--- src/sv/mhd_pkg.sv ---
// shared types, widths and the arctangent table for the magnetometer heading core
// depends on nothing; imported by every module of the core
package mhd_pkg;

  // defaults for top-level parameters and the length of the arctangent table
  localparam int unsigned CORDIC_STEPS_DEF = 16;
  localparam int unsigned QUEUE_DEPTH_DEF  = 2;
  localparam int unsigned TABLE_LEN        = 24;

  // field and datapath widths
  localparam int unsigned BYTE_W      = 8;
  localparam int unsigned AXIS_W      = 16;
  localparam int unsigned HEAD_W      = 9;
  localparam int unsigned IN_TDATA_W  = 48;
  localparam int unsigned OUT_TDATA_W = 64;
  localparam int unsigned PRE_SHIFT   = 8;   // magnitude scaling before the rotations
  localparam int unsigned XY_W        = 27;  // holds |v| * 256 * cordic gain with margin
  localparam int unsigned Z_W         = 25;  // signed angle, 1/65536 degree units
  localparam int unsigned MAG_W       = 24;  // unsigned angle up to 180 degrees
  localparam int unsigned FRAC_W      = 16;  // fraction bits of the angle
  localparam int unsigned ATAN_W      = 22;

  localparam logic [MAG_W-1:0] DEG45_Q16  = MAG_W'(45 * 65536);
  localparam logic [MAG_W-1:0] DEG90_Q16  = MAG_W'(90 * 65536);
  localparam logic [MAG_W-1:0] DEG180_Q16 = MAG_W'(180 * 65536);

  // how the first-quadrant angle is obtained
  typedef enum logic [2:0] {
    KIND_CORDIC,  // general position, rotations decide
    KIND_ABSENT,  // x and y both zero
    KIND_ON_X,    // |y| zero, angle 0
    KIND_ON_Y,    // |x| zero, angle 90
    KIND_DIAG     // |x| equals |y|, angle 45
  } mhd_kind_e;

  typedef struct packed {
    logic signed [AXIS_W-1:0] x_field;
    logic signed [AXIS_W-1:0] y_field;
    logic signed [AXIS_W-1:0] z_field;
    logic [AXIS_W-1:0]        ax;
    logic [AXIS_W-1:0]        ay;
    mhd_kind_e                kind;
  } mhd_item_t;

  typedef struct packed {
    mhd_item_t              item;
    logic signed [XY_W-1:0] x;
    logic signed [XY_W-1:0] y;
    logic signed [Z_W-1:0]  z;
  } mhd_work_t;

  // round(atan(2^-i) * 180/pi * 65536)
  function automatic logic [ATAN_W-1:0] atan_q16(input int unsigned i);
    logic [ATAN_W-1:0] r;
    case (i)
      0:       r = ATAN_W'(2949120);
      1:       r = ATAN_W'(1740967);
      2:       r = ATAN_W'(919879);
      3:       r = ATAN_W'(466945);
      4:       r = ATAN_W'(234379);
      5:       r = ATAN_W'(117304);
      6:       r = ATAN_W'(58666);
      7:       r = ATAN_W'(29335);
      8:       r = ATAN_W'(14668);
      9:       r = ATAN_W'(7334);
      10:      r = ATAN_W'(3667);
      11:      r = ATAN_W'(1833);
      12:      r = ATAN_W'(917);
      13:      r = ATAN_W'(458);
      14:      r = ATAN_W'(229);
      15:      r = ATAN_W'(115);
      16:      r = ATAN_W'(57);
      17:      r = ATAN_W'(29);
      18:      r = ATAN_W'(14);
      19:      r = ATAN_W'(7);
      20:      r = ATAN_W'(4);
      21:      r = ATAN_W'(2);
      22:      r = ATAN_W'(1);
      default: r = '0;
    endcase
    return r;
  endfunction

endpackage

--- src/sv/magnetometer_heading_atan2_core.sv ---
// top level of the magnetometer heading core: byte burst in, axes and heading out
// depends on mhd_pkg, mhd_front, mhd_queue and mhd_back
//
// channel   dir  tdata                                          tuser
// s_axis    in   [7:0] x_high_byte .. [47:40] y_low_byte        -
// m_axis    out  [15:0] x_field [31:16] y_field [47:32] z_field heading_absent
//                [56:48] heading_deg, upper bits zero
//
// one burst accepted per cycle, sustained while m_axis_tready stays high; each burst gives one result
// the path from accept to m_axis_tvalid runs through the front register,
// the queue, one registered rotation per step and the output register
// the rotation pipeline sets the latency; the queue lets the front keep
// taking bursts, until the queue is full, while m_axis_tready stalls the back end
// rst_ni clears all valid flags and queue pointers; data registers are not reset
module magnetometer_heading_atan2_core #(
  parameter int unsigned CORDIC_STEPS = mhd_pkg::CORDIC_STEPS_DEF,
  parameter int unsigned QUEUE_DEPTH  = mhd_pkg::QUEUE_DEPTH_DEF
) (
  input  logic                            clk_i,
  input  logic                            rst_ni,
  // x_high_byte, x_low_byte, z_high_byte, z_low_byte, y_high_byte, y_low_byte
  input  logic                            s_axis_tvalid,
  output logic                            s_axis_tready,
  input  logic [mhd_pkg::IN_TDATA_W-1:0]  s_axis_tdata,
  // x_field, y_field, z_field, heading_deg, zero fill
  output logic                            m_axis_tvalid,
  input  logic                            m_axis_tready,
  output logic [mhd_pkg::OUT_TDATA_W-1:0] m_axis_tdata,
  // heading_absent
  output logic                            m_axis_tuser
);
  import mhd_pkg::*;

  // front end to queue
  logic      front_valid, front_ready;
  mhd_item_t front_item;
  // queue to back end
  logic      queue_valid, queue_ready;
  mhd_item_t queue_item;

  // packing, quadrant fold and special-case classification
  mhd_front u_front (
    .clk_i       (clk_i),
    .rst_ni      (rst_ni),
    .in_valid_i  (s_axis_tvalid),
    .in_ready_o  (s_axis_tready),
    .in_data_i   (s_axis_tdata),
    .out_valid_o (front_valid),
    .out_ready_i (front_ready),
    .out_item_o  (front_item)
  );

  // decouples the two halves so each can stall on its own
  mhd_queue #(
    .DEPTH (QUEUE_DEPTH)
  ) u_queue (
    .clk_i        (clk_i),
    .rst_ni       (rst_ni),
    .push_valid_i (front_valid),
    .push_ready_o (front_ready),
    .push_item_i  (front_item),
    .pop_valid_o  (queue_valid),
    .pop_ready_i  (queue_ready),
    .pop_item_o   (queue_item)
  );

  // rotations, unfold to -180..180 and the output register
  mhd_back #(
    .CORDIC_STEPS (CORDIC_STEPS)
  ) u_back (
    .clk_i        (clk_i),
    .rst_ni       (rst_ni),
    .in_valid_i   (queue_valid),
    .in_ready_o   (queue_ready),
    .in_item_i    (queue_item),
    .out_valid_o  (m_axis_tvalid),
    .out_ready_i  (m_axis_tready),
    .out_data_o   (m_axis_tdata),
    .out_absent_o (m_axis_tuser)
  );

endmodule

--- src/sv/mhd_front.sv ---
// front end: packs the register bytes, folds to the first quadrant and classifies
// depends on mhd_pkg
module mhd_front (
  input  logic                             clk_i,
  input  logic                             rst_ni,
  input  logic                             in_valid_i,
  output logic                             in_ready_o,
  input  logic [mhd_pkg::IN_TDATA_W-1:0]   in_data_i,
  output logic                             out_valid_o,
  input  logic                             out_ready_i,
  output mhd_pkg::mhd_item_t               out_item_o
);
  import mhd_pkg::*;

  logic signed [AXIS_W-1:0] x_s, y_s, z_s;
  logic [AXIS_W:0]          x_neg, y_neg;
  logic [AXIS_W-1:0]        ax, ay;
  mhd_item_t                item_d, item_q;
  logic                     valid_q;

  // tdata bytes: x high, x low, z high, z low, y high, y low
  assign x_s = {in_data_i[7:0],   in_data_i[15:8]};
  assign z_s = {in_data_i[23:16], in_data_i[31:24]};
  assign y_s = {in_data_i[39:32], in_data_i[47:40]};

  // 17-bit negation so that -32768 folds to 32768
  assign x_neg = -{x_s[AXIS_W-1], x_s};
  assign y_neg = -{y_s[AXIS_W-1], y_s};
  assign ax = x_s[AXIS_W-1] ? x_neg[AXIS_W-1:0] : x_s;
  assign ay = y_s[AXIS_W-1] ? y_neg[AXIS_W-1:0] : y_s;

  always_comb begin
    item_d.x_field = x_s;
    item_d.y_field = y_s;
    item_d.z_field = z_s;
    item_d.ax      = ax;
    item_d.ay      = ay;
    if (ax == '0 && ay == '0) begin
      item_d.kind = KIND_ABSENT;
    end else if (ay == '0) begin
      item_d.kind = KIND_ON_X;
    end else if (ax == '0) begin
      item_d.kind = KIND_ON_Y;
    end else if (ax == ay) begin
      item_d.kind = KIND_DIAG;
    end else begin
      item_d.kind = KIND_CORDIC;
    end
  end

  assign in_ready_o = !valid_q || out_ready_i;

  always_ff @(posedge clk_i or negedge rst_ni) begin
    if (!rst_ni) begin
      valid_q <= 1'b0;
    end else if (in_ready_o) begin
      valid_q <= in_valid_i;
    end
  end

  always_ff @(posedge clk_i) begin
    if (in_valid_i && in_ready_o) begin
      item_q <= item_d;
    end
  end

  assign out_valid_o = valid_q;
  assign out_item_o  = item_q;

endmodule

--- src/sv/mhd_queue.sv ---
// short fifo of classified items between front end and rotation pipeline
// depends on mhd_pkg
module mhd_queue #(
  parameter int unsigned DEPTH = mhd_pkg::QUEUE_DEPTH_DEF
) (
  input  logic               clk_i,
  input  logic               rst_ni,
  input  logic               push_valid_i,
  output logic               push_ready_o,
  input  mhd_pkg::mhd_item_t push_item_i,
  output logic               pop_valid_o,
  input  logic               pop_ready_i,
  output mhd_pkg::mhd_item_t pop_item_o
);
  import mhd_pkg::*;

  localparam int unsigned PTR_W = (DEPTH > 1) ? $clog2(DEPTH) : 1;
  localparam int unsigned CNT_W = $clog2(DEPTH + 1);

  mhd_item_t        mem_q [DEPTH];
  logic [PTR_W-1:0] wr_ptr_q, rd_ptr_q;
  logic [CNT_W-1:0] count_q;
  logic             push, pop;

  assign push_ready_o = count_q != CNT_W'(DEPTH);
  assign pop_valid_o  = count_q != '0;
  assign push         = push_valid_i && push_ready_o;
  assign pop          = pop_valid_o && pop_ready_i;
  assign pop_item_o   = mem_q[rd_ptr_q];

  always_ff @(posedge clk_i or negedge rst_ni) begin
    if (!rst_ni) begin
      wr_ptr_q <= '0;
      rd_ptr_q <= '0;
      count_q  <= '0;
    end else begin
      if (push) begin
        wr_ptr_q <= (wr_ptr_q == PTR_W'(DEPTH - 1)) ? '0 : wr_ptr_q + 1'b1;
      end
      if (pop) begin
        rd_ptr_q <= (rd_ptr_q == PTR_W'(DEPTH - 1)) ? '0 : rd_ptr_q + 1'b1;
      end
      if (push && !pop) begin
        count_q <= count_q + 1'b1;
      end else if (pop && !push) begin
        count_q <= count_q - 1'b1;
      end
    end
  end

  always_ff @(posedge clk_i) begin
    if (push) begin
      mem_q[wr_ptr_q] <= push_item_i;
    end
  end

endmodule

--- src/sv/mhd_cordic_stage.sv ---
// one registered vectoring rotation with a fixed shift
// depends on mhd_pkg
module mhd_cordic_stage #(
  parameter int unsigned STEP = 0
) (
  input  logic               clk_i,
  input  logic               rst_ni,
  input  logic               in_valid_i,
  output logic               in_ready_o,
  input  mhd_pkg::mhd_work_t in_data_i,
  output logic               out_valid_o,
  input  logic               out_ready_i,
  output mhd_pkg::mhd_work_t out_data_o
);
  import mhd_pkg::*;

  localparam logic signed [Z_W-1:0] ANGLE = $signed(Z_W'(atan_q16(STEP)));

  logic signed [XY_W-1:0] dx, dy;
  mhd_work_t              work_d, work_q;
  logic                   valid_q;

  // arithmetic shift rounds toward minus infinity
  assign dx = in_data_i.y >>> STEP;
  assign dy = in_data_i.x >>> STEP;

  always_comb begin
    work_d.item = in_data_i.item;
    if (!in_data_i.y[XY_W-1]) begin
      work_d.x = in_data_i.x + dx;
      work_d.y = in_data_i.y - dy;
      work_d.z = in_data_i.z + ANGLE;
    end else begin
      work_d.x = in_data_i.x - dx;
      work_d.y = in_data_i.y + dy;
      work_d.z = in_data_i.z - ANGLE;
    end
  end

  assign in_ready_o = !valid_q || out_ready_i;

  always_ff @(posedge clk_i or negedge rst_ni) begin
    if (!rst_ni) begin
      valid_q <= 1'b0;
    end else if (in_ready_o) begin
      valid_q <= in_valid_i;
    end
  end

  always_ff @(posedge clk_i) begin
    if (in_valid_i && in_ready_o) begin
      work_q <= work_d;
    end
  end

  assign out_valid_o = valid_q;
  assign out_data_o  = work_q;

endmodule

--- src/sv/mhd_back.sv ---
// back end: rotation pipeline, quadrant unfold and output register
// depends on mhd_pkg and mhd_cordic_stage
module mhd_back #(
  parameter int unsigned CORDIC_STEPS = mhd_pkg::CORDIC_STEPS_DEF
) (
  input  logic                            clk_i,
  input  logic                            rst_ni,
  input  logic                            in_valid_i,
  output logic                            in_ready_o,
  input  mhd_pkg::mhd_item_t              in_item_i,
  output logic                            out_valid_o,
  input  logic                            out_ready_i,
  output logic [mhd_pkg::OUT_TDATA_W-1:0] out_data_o,
  output logic                            out_absent_o
);
  import mhd_pkg::*;

  localparam int unsigned STEPS = (CORDIC_STEPS > TABLE_LEN) ? TABLE_LEN : CORDIC_STEPS;

  logic [STEPS:0] stg_valid, stg_ready;
  mhd_work_t      stg_data [STEPS+1];

  // load the scaled magnitudes
  assign stg_valid[0]   = in_valid_i;
  assign in_ready_o     = stg_ready[0];
  assign stg_data[0].item = in_item_i;
  assign stg_data[0].x  = $signed(XY_W'({in_item_i.ax, PRE_SHIFT'(0)}));
  assign stg_data[0].y  = $signed(XY_W'({in_item_i.ay, PRE_SHIFT'(0)}));
  assign stg_data[0].z  = '0;

  for (genvar k = 0; k < STEPS; k++) begin : g_stage
    mhd_cordic_stage #(
      .STEP (k)
    ) u_stage (
      .clk_i       (clk_i),
      .rst_ni      (rst_ni),
      .in_valid_i  (stg_valid[k]),
      .in_ready_o  (stg_ready[k]),
      .in_data_i   (stg_data[k]),
      .out_valid_o (stg_valid[k+1]),
      .out_ready_i (stg_ready[k+1]),
      .out_data_o  (stg_data[k+1])
    );
  end

  // clamp, pick special angles, unfold to the full circle
  mhd_work_t               last;
  logic [MAG_W-1:0]        z_clamp, mag, mag_full;
  logic [HEAD_W-1:0]       deg_u, deg;
  logic [OUT_TDATA_W-1:0]  data_d, data_q;
  logic                    absent_d, absent_q, valid_q;

  assign last = stg_data[STEPS];

  always_comb begin
    if (last.z[Z_W-1]) begin
      z_clamp = '0;
    end else if (last.z > $signed(Z_W'(DEG90_Q16))) begin
      z_clamp = DEG90_Q16;
    end else begin
      z_clamp = last.z[MAG_W-1:0];
    end
    case (last.item.kind)
      KIND_CORDIC: mag = z_clamp;
      KIND_ON_Y:   mag = DEG90_Q16;
      KIND_DIAG:   mag = DEG45_Q16;
      default:     mag = '0;
    endcase
    mag_full = last.item.x_field[AXIS_W-1] ? DEG180_Q16 - mag : mag;
    deg_u    = {1'b0, mag_full[MAG_W-1:FRAC_W]};
    absent_d = last.item.kind == KIND_ABSENT;
    if (absent_d) begin
      deg = '0;
    end else if (last.item.y_field[AXIS_W-1]) begin
      deg = -deg_u;
    end else begin
      deg = deg_u;
    end
    data_d = OUT_TDATA_W'({deg, last.item.z_field, last.item.y_field, last.item.x_field});
  end

  assign stg_ready[STEPS] = !valid_q || out_ready_i;

  always_ff @(posedge clk_i or negedge rst_ni) begin
    if (!rst_ni) begin
      valid_q <= 1'b0;
    end else if (stg_ready[STEPS]) begin
      valid_q <= stg_valid[STEPS];
    end
  end

  always_ff @(posedge clk_i) begin
    if (stg_valid[STEPS] && stg_ready[STEPS]) begin
      data_q   <= data_d;
      absent_q <= absent_d;
    end
  end

  assign out_valid_o  = valid_q;
  assign out_data_o   = data_q;
  assign out_absent_o = absent_q;

endmodule
--- config.mk ---
export PLATFORM = sky130hd
export DESIGN_NAME = magnetometer_heading_atan2_core
export DESIGN_NICKNAME = d
export VERILOG_FILES = /design/src/sv/mhd_pkg.sv /design/src/sv/magnetometer_heading_atan2_core.sv /design/src/sv/mhd_front.sv /design/src/sv/mhd_queue.sv /design/src/sv/mhd_cordic_stage.sv /design/src/sv/mhd_back.sv
export SDC_FILE = /design/constraint.sdc
export NUM_CORES = 2
export LEC_CHECK = 0
export BUFFER_PORTS_ARGS = -buffer_cell sky130_fd_sc_hd__buf_2
export CORE_MARGIN = 2
export CORE_UTILIZATION = 55
export CTS_CLUSTER_SIZE = 8
export DETAILED_ROUTE_END_ITERATION = 12
export PLACE_DENSITY = 0.71
export SYNTH_ARGS = -nofsm -noshare
export SYNTH_HDL_FRONTEND = slang
export SYNTH_SLANG_ARGS = --single-unit
--- constraint.sdc ---
create_clock -name clk_i -period 14.05 [get_ports clk_i]
set_input_delay 2.81 -clock clk_i [delete_from_list [all_inputs] [get_ports clk_i]]
set_output_delay 2.81 -clock clk_i [all_outputs]
set_load 0.005 [all_outputs]
==> metrics.cfg <==
[route]
drc = 0
routed-wl-met3_um = 11100
drt-wirelength-per-cell_um = 19.3
maxUsedRoutingLayer = met4
met2_length_um = 128000
antenna_left = 0
viasPerCell = 5.81
wl_met1_um = 118000
first_pass_iters = 8
postRouteWirelength_um = 267000
drtIter0Drc = 6085
vias = 80000

[grt]
antenna_found_initial = 4
gr-total-overflow = 0
grt_pass1_wl_um = 427000
grt_pass1_vias = 79100
grt_max_degree = 74
track_usage_pct = 23.6

[min_path]
hold_path_end = u_back.g_stage[4].u_stage.out_data_o[140]
min_from = u_back.g_stage[3].u_stage.out_data_o[140]
holdPathStages = 0
hold_path_class = reg2reg

[place]
hpwl_um = 194000
place_area_um2 = 126000
io_buffers = 111
gp_congestion = 0.940

[sta]
setup_tns_ns = 0
skew_ns = 0.0983
fin_crit_ns = 5.44
rsz0062_at_grt = false
max-slew-margin-rel_pct = 7.12
slew_viol_final = 0
timing.fmax_mhz = 184
final_hold_viol_count = 0
fin_crit_sh_pct = 38.7
setup_viol = 0
worstMarginPinSlew_ns = 1.36

[cells_and_area]
fillers = 17100
drive_gt1_share_pct = 6.45
area_growth_pct = 10.6
final_cell_area_um2 = 135000
nets = 11900

[floorplan]
die_y_um = 474
fp.dieW_um = 474
core_um2 = 220000
row_count = 172
pin_count = 119
die_area_um2 = 225000
start_util_pct = 55.3

[clocking]
cts_tree = yes
cts_resized = 0
cts.path.max_buffers = 4
worstSkewPairLatency_ns = 0.96
cts.sinks = 2167
clkTransAtPathRegs_ns = 0.05
cts_setup_buffers = 0
htree_levels = 5
cts_root_buf = clkbuf_16
numCtsBuffers = 325
cts_hold_buf = 0

[flow_run]
maxCapViolations = 0

[status]
status = complete, no violations

[setup_path]
reg2reg_depth = 15
r2r_end = u_back.g_stage[11].u_stage.out_data_o[78]
critPathMaxFanout = 63
setup.worst_path.start = m_axis_tready
worstPathRequired_ns = 14.54
cp-end-kind = flip-flop
timing.rr.start = u_back.g_stage[10].u_stage.out_data_o[39]
cp-start-kind = input pin
arrival_ns = 5.93
timing_worst_setup_path_type = in2reg
ff2ff_setup_slack_ns = 8.61

[logic_synthesis]
avgSynthCellArea_um2 = 11.7
yosysTopAreaCellShare_pct = 52.9
synth_seq_area_share_pct = 53.4
netlist_instances = 10400
ys_ff_latch = 2167
synth-async-reset-ratio_pct = 1.02
ys_top_cells_by_area = edfxtp_1, ha_1, xnor2_1
yosysUniqueCellTypes = 83
yosysWarnings = 0
synth.cell_area_um2 = 122000
synth_edf_count = 2145
synth_top_area_cell = edfxtp_1
synth_flop_cell = edfxtp_1

worst max-delay path, stage by stage:
cell	delay [ns]
buf_2	0.09
nor2b_1	0.36
nand3_1	0.22
nor2_1	0.34
nand2_1	0.18
nor3_1	0.55
nand2_1	0.17
and2_4	0.30
buf_4	0.32
buf_4	0.42
flip-flops by register name, indices dropped and copies added (netlist names):
| signal | flops |
|---|---|
| u_back.g_stage.u_stage.out_data_o | 1844 |
| u_back.g_stage.u_stage.out_valid_o | 16 |
| u_back.out_absent_o | 1 |
| u_back.out_data_o | 57 |
| u_back.out_valid_o | 1 |
| u_front.out_item_o | 81 |
| u_front.out_valid_o | 1 |
| u_queue.count_q | 2 |
| u_queue.mem_q | 162 |
| u_queue.rd_ptr_q | 1 |
| u_queue.wr_ptr_q | 1 |
cell families (layout without fill, tap and decap cells):
group,after synthesis,after routing,synth area share (%)
AO/OA/AOI/OAI,2419,2419,12.5
XOR/XNOR,1313,1313,9.45
adder cells (fa/ha/maj),1059,1059,11.1
buffers and inverters,577,1022,1.80
flip-flops,2167,2167,53.4
multiplexers,121,121,1.08
other,1,9,0.00308
AND/OR/NAND/NOR,2712,2712,10.7
how the worst max path moves through the flow:
stage	endpoint	depth (start not counted)	slack, ns
after global placement	u_front.out_item_o[2]	11	8.01
after CTS	u_back.g_stage[3].u_stage.out_data_o[20]	10	8.68
final	u_back.g_stage[3].u_stage.out_data_o[1]	10	8.61
after detailed placement	u_front.out_item_o[2]	11	8.00
after global routing	u_back.g_stage[3].u_stage.out_data_o[78]	13	8.29
after floorplan	u_back.g_stage[8].u_stage.out_data_o[10]	6	0.48
metal layers:
layer	up-vias	track usage [%]
li1	39300	-
met1	38300	31.4
met2	1875	39.8
met3	503	2.84
met4	0	8.52
met5	-	0
cells in the final DEF, fill, tap and decap left out, types with 331 or more instances in the layout:
cell / instances
xnor2_1: 885
o21ai_0: 402
nand2_1: 507
ha_1: 1026
nor2_1: 920
xor2_1: 428
a21oi_1: 882
clkbuf_16: 331
edfxtp_1: 2145
inv_1: 450
metrics by stage:
| stage | util, % | hold WS, ns | cells | worst slack, ns |
|---|---|---|---|---|
| detailed placement | 57.3 | 0.405 | 13400 | 8.00 |
| global route | 61.2 | 0.362 | 13800 | 8.29 |
| floorplan | - | 0.400 | 10400 | 0.478 |
| CTS | 61.2 | 0.360 | 13800 | 8.68 |
| finish | 61.2 | 0.360 | 13800 | 8.61 |
| global placement | 57.3 | 0.400 | 13400 | 8.01 |
synth_stat cells (all sizes together) (16+ instances only):
cell type	number
a31oi	103
a31o	24
clkbuf	94
nor3b	26
xor2	428
dfrtp	22
edfxtp	2145
nand3	150
o21ai	404
a41oi	16
xnor2	885
nand4	60
a311oi	18
and2	59
inv	450
nand2	507
a211oi	83
a21oi	883
o211ai	45
and3	111
nor4	99
or3	65
a21boi	32
nand2b	141
mux2i	35
nor3	312
buf	32
o21a	144
o41ai	43
o31a	19
a21o	282
fa	33
nor2b	145
a211o	24
o21bai	108
nor2	922
or4	28
ha	1026
mux2	86
or2	35
o31ai	63
area by class of cell:
cell class              count  area [um^2]  share of cell area (%)
well taps                2958         3700                    2.75
diodes                      2         5.00                 0.00372
inverters                 451         1690                    1.26
clock inverters            20          178                   0.132
clock buffers             384         8480                    6.30
multi-input cells        7631        54700                    40.6
repair buffers            167          973                   0.723
flip-flops and latches   2167        65000                    48.2
Power is not shown: default switching activity piles up to over one toggle a cycle in this logic, so the estimate is an artifact.
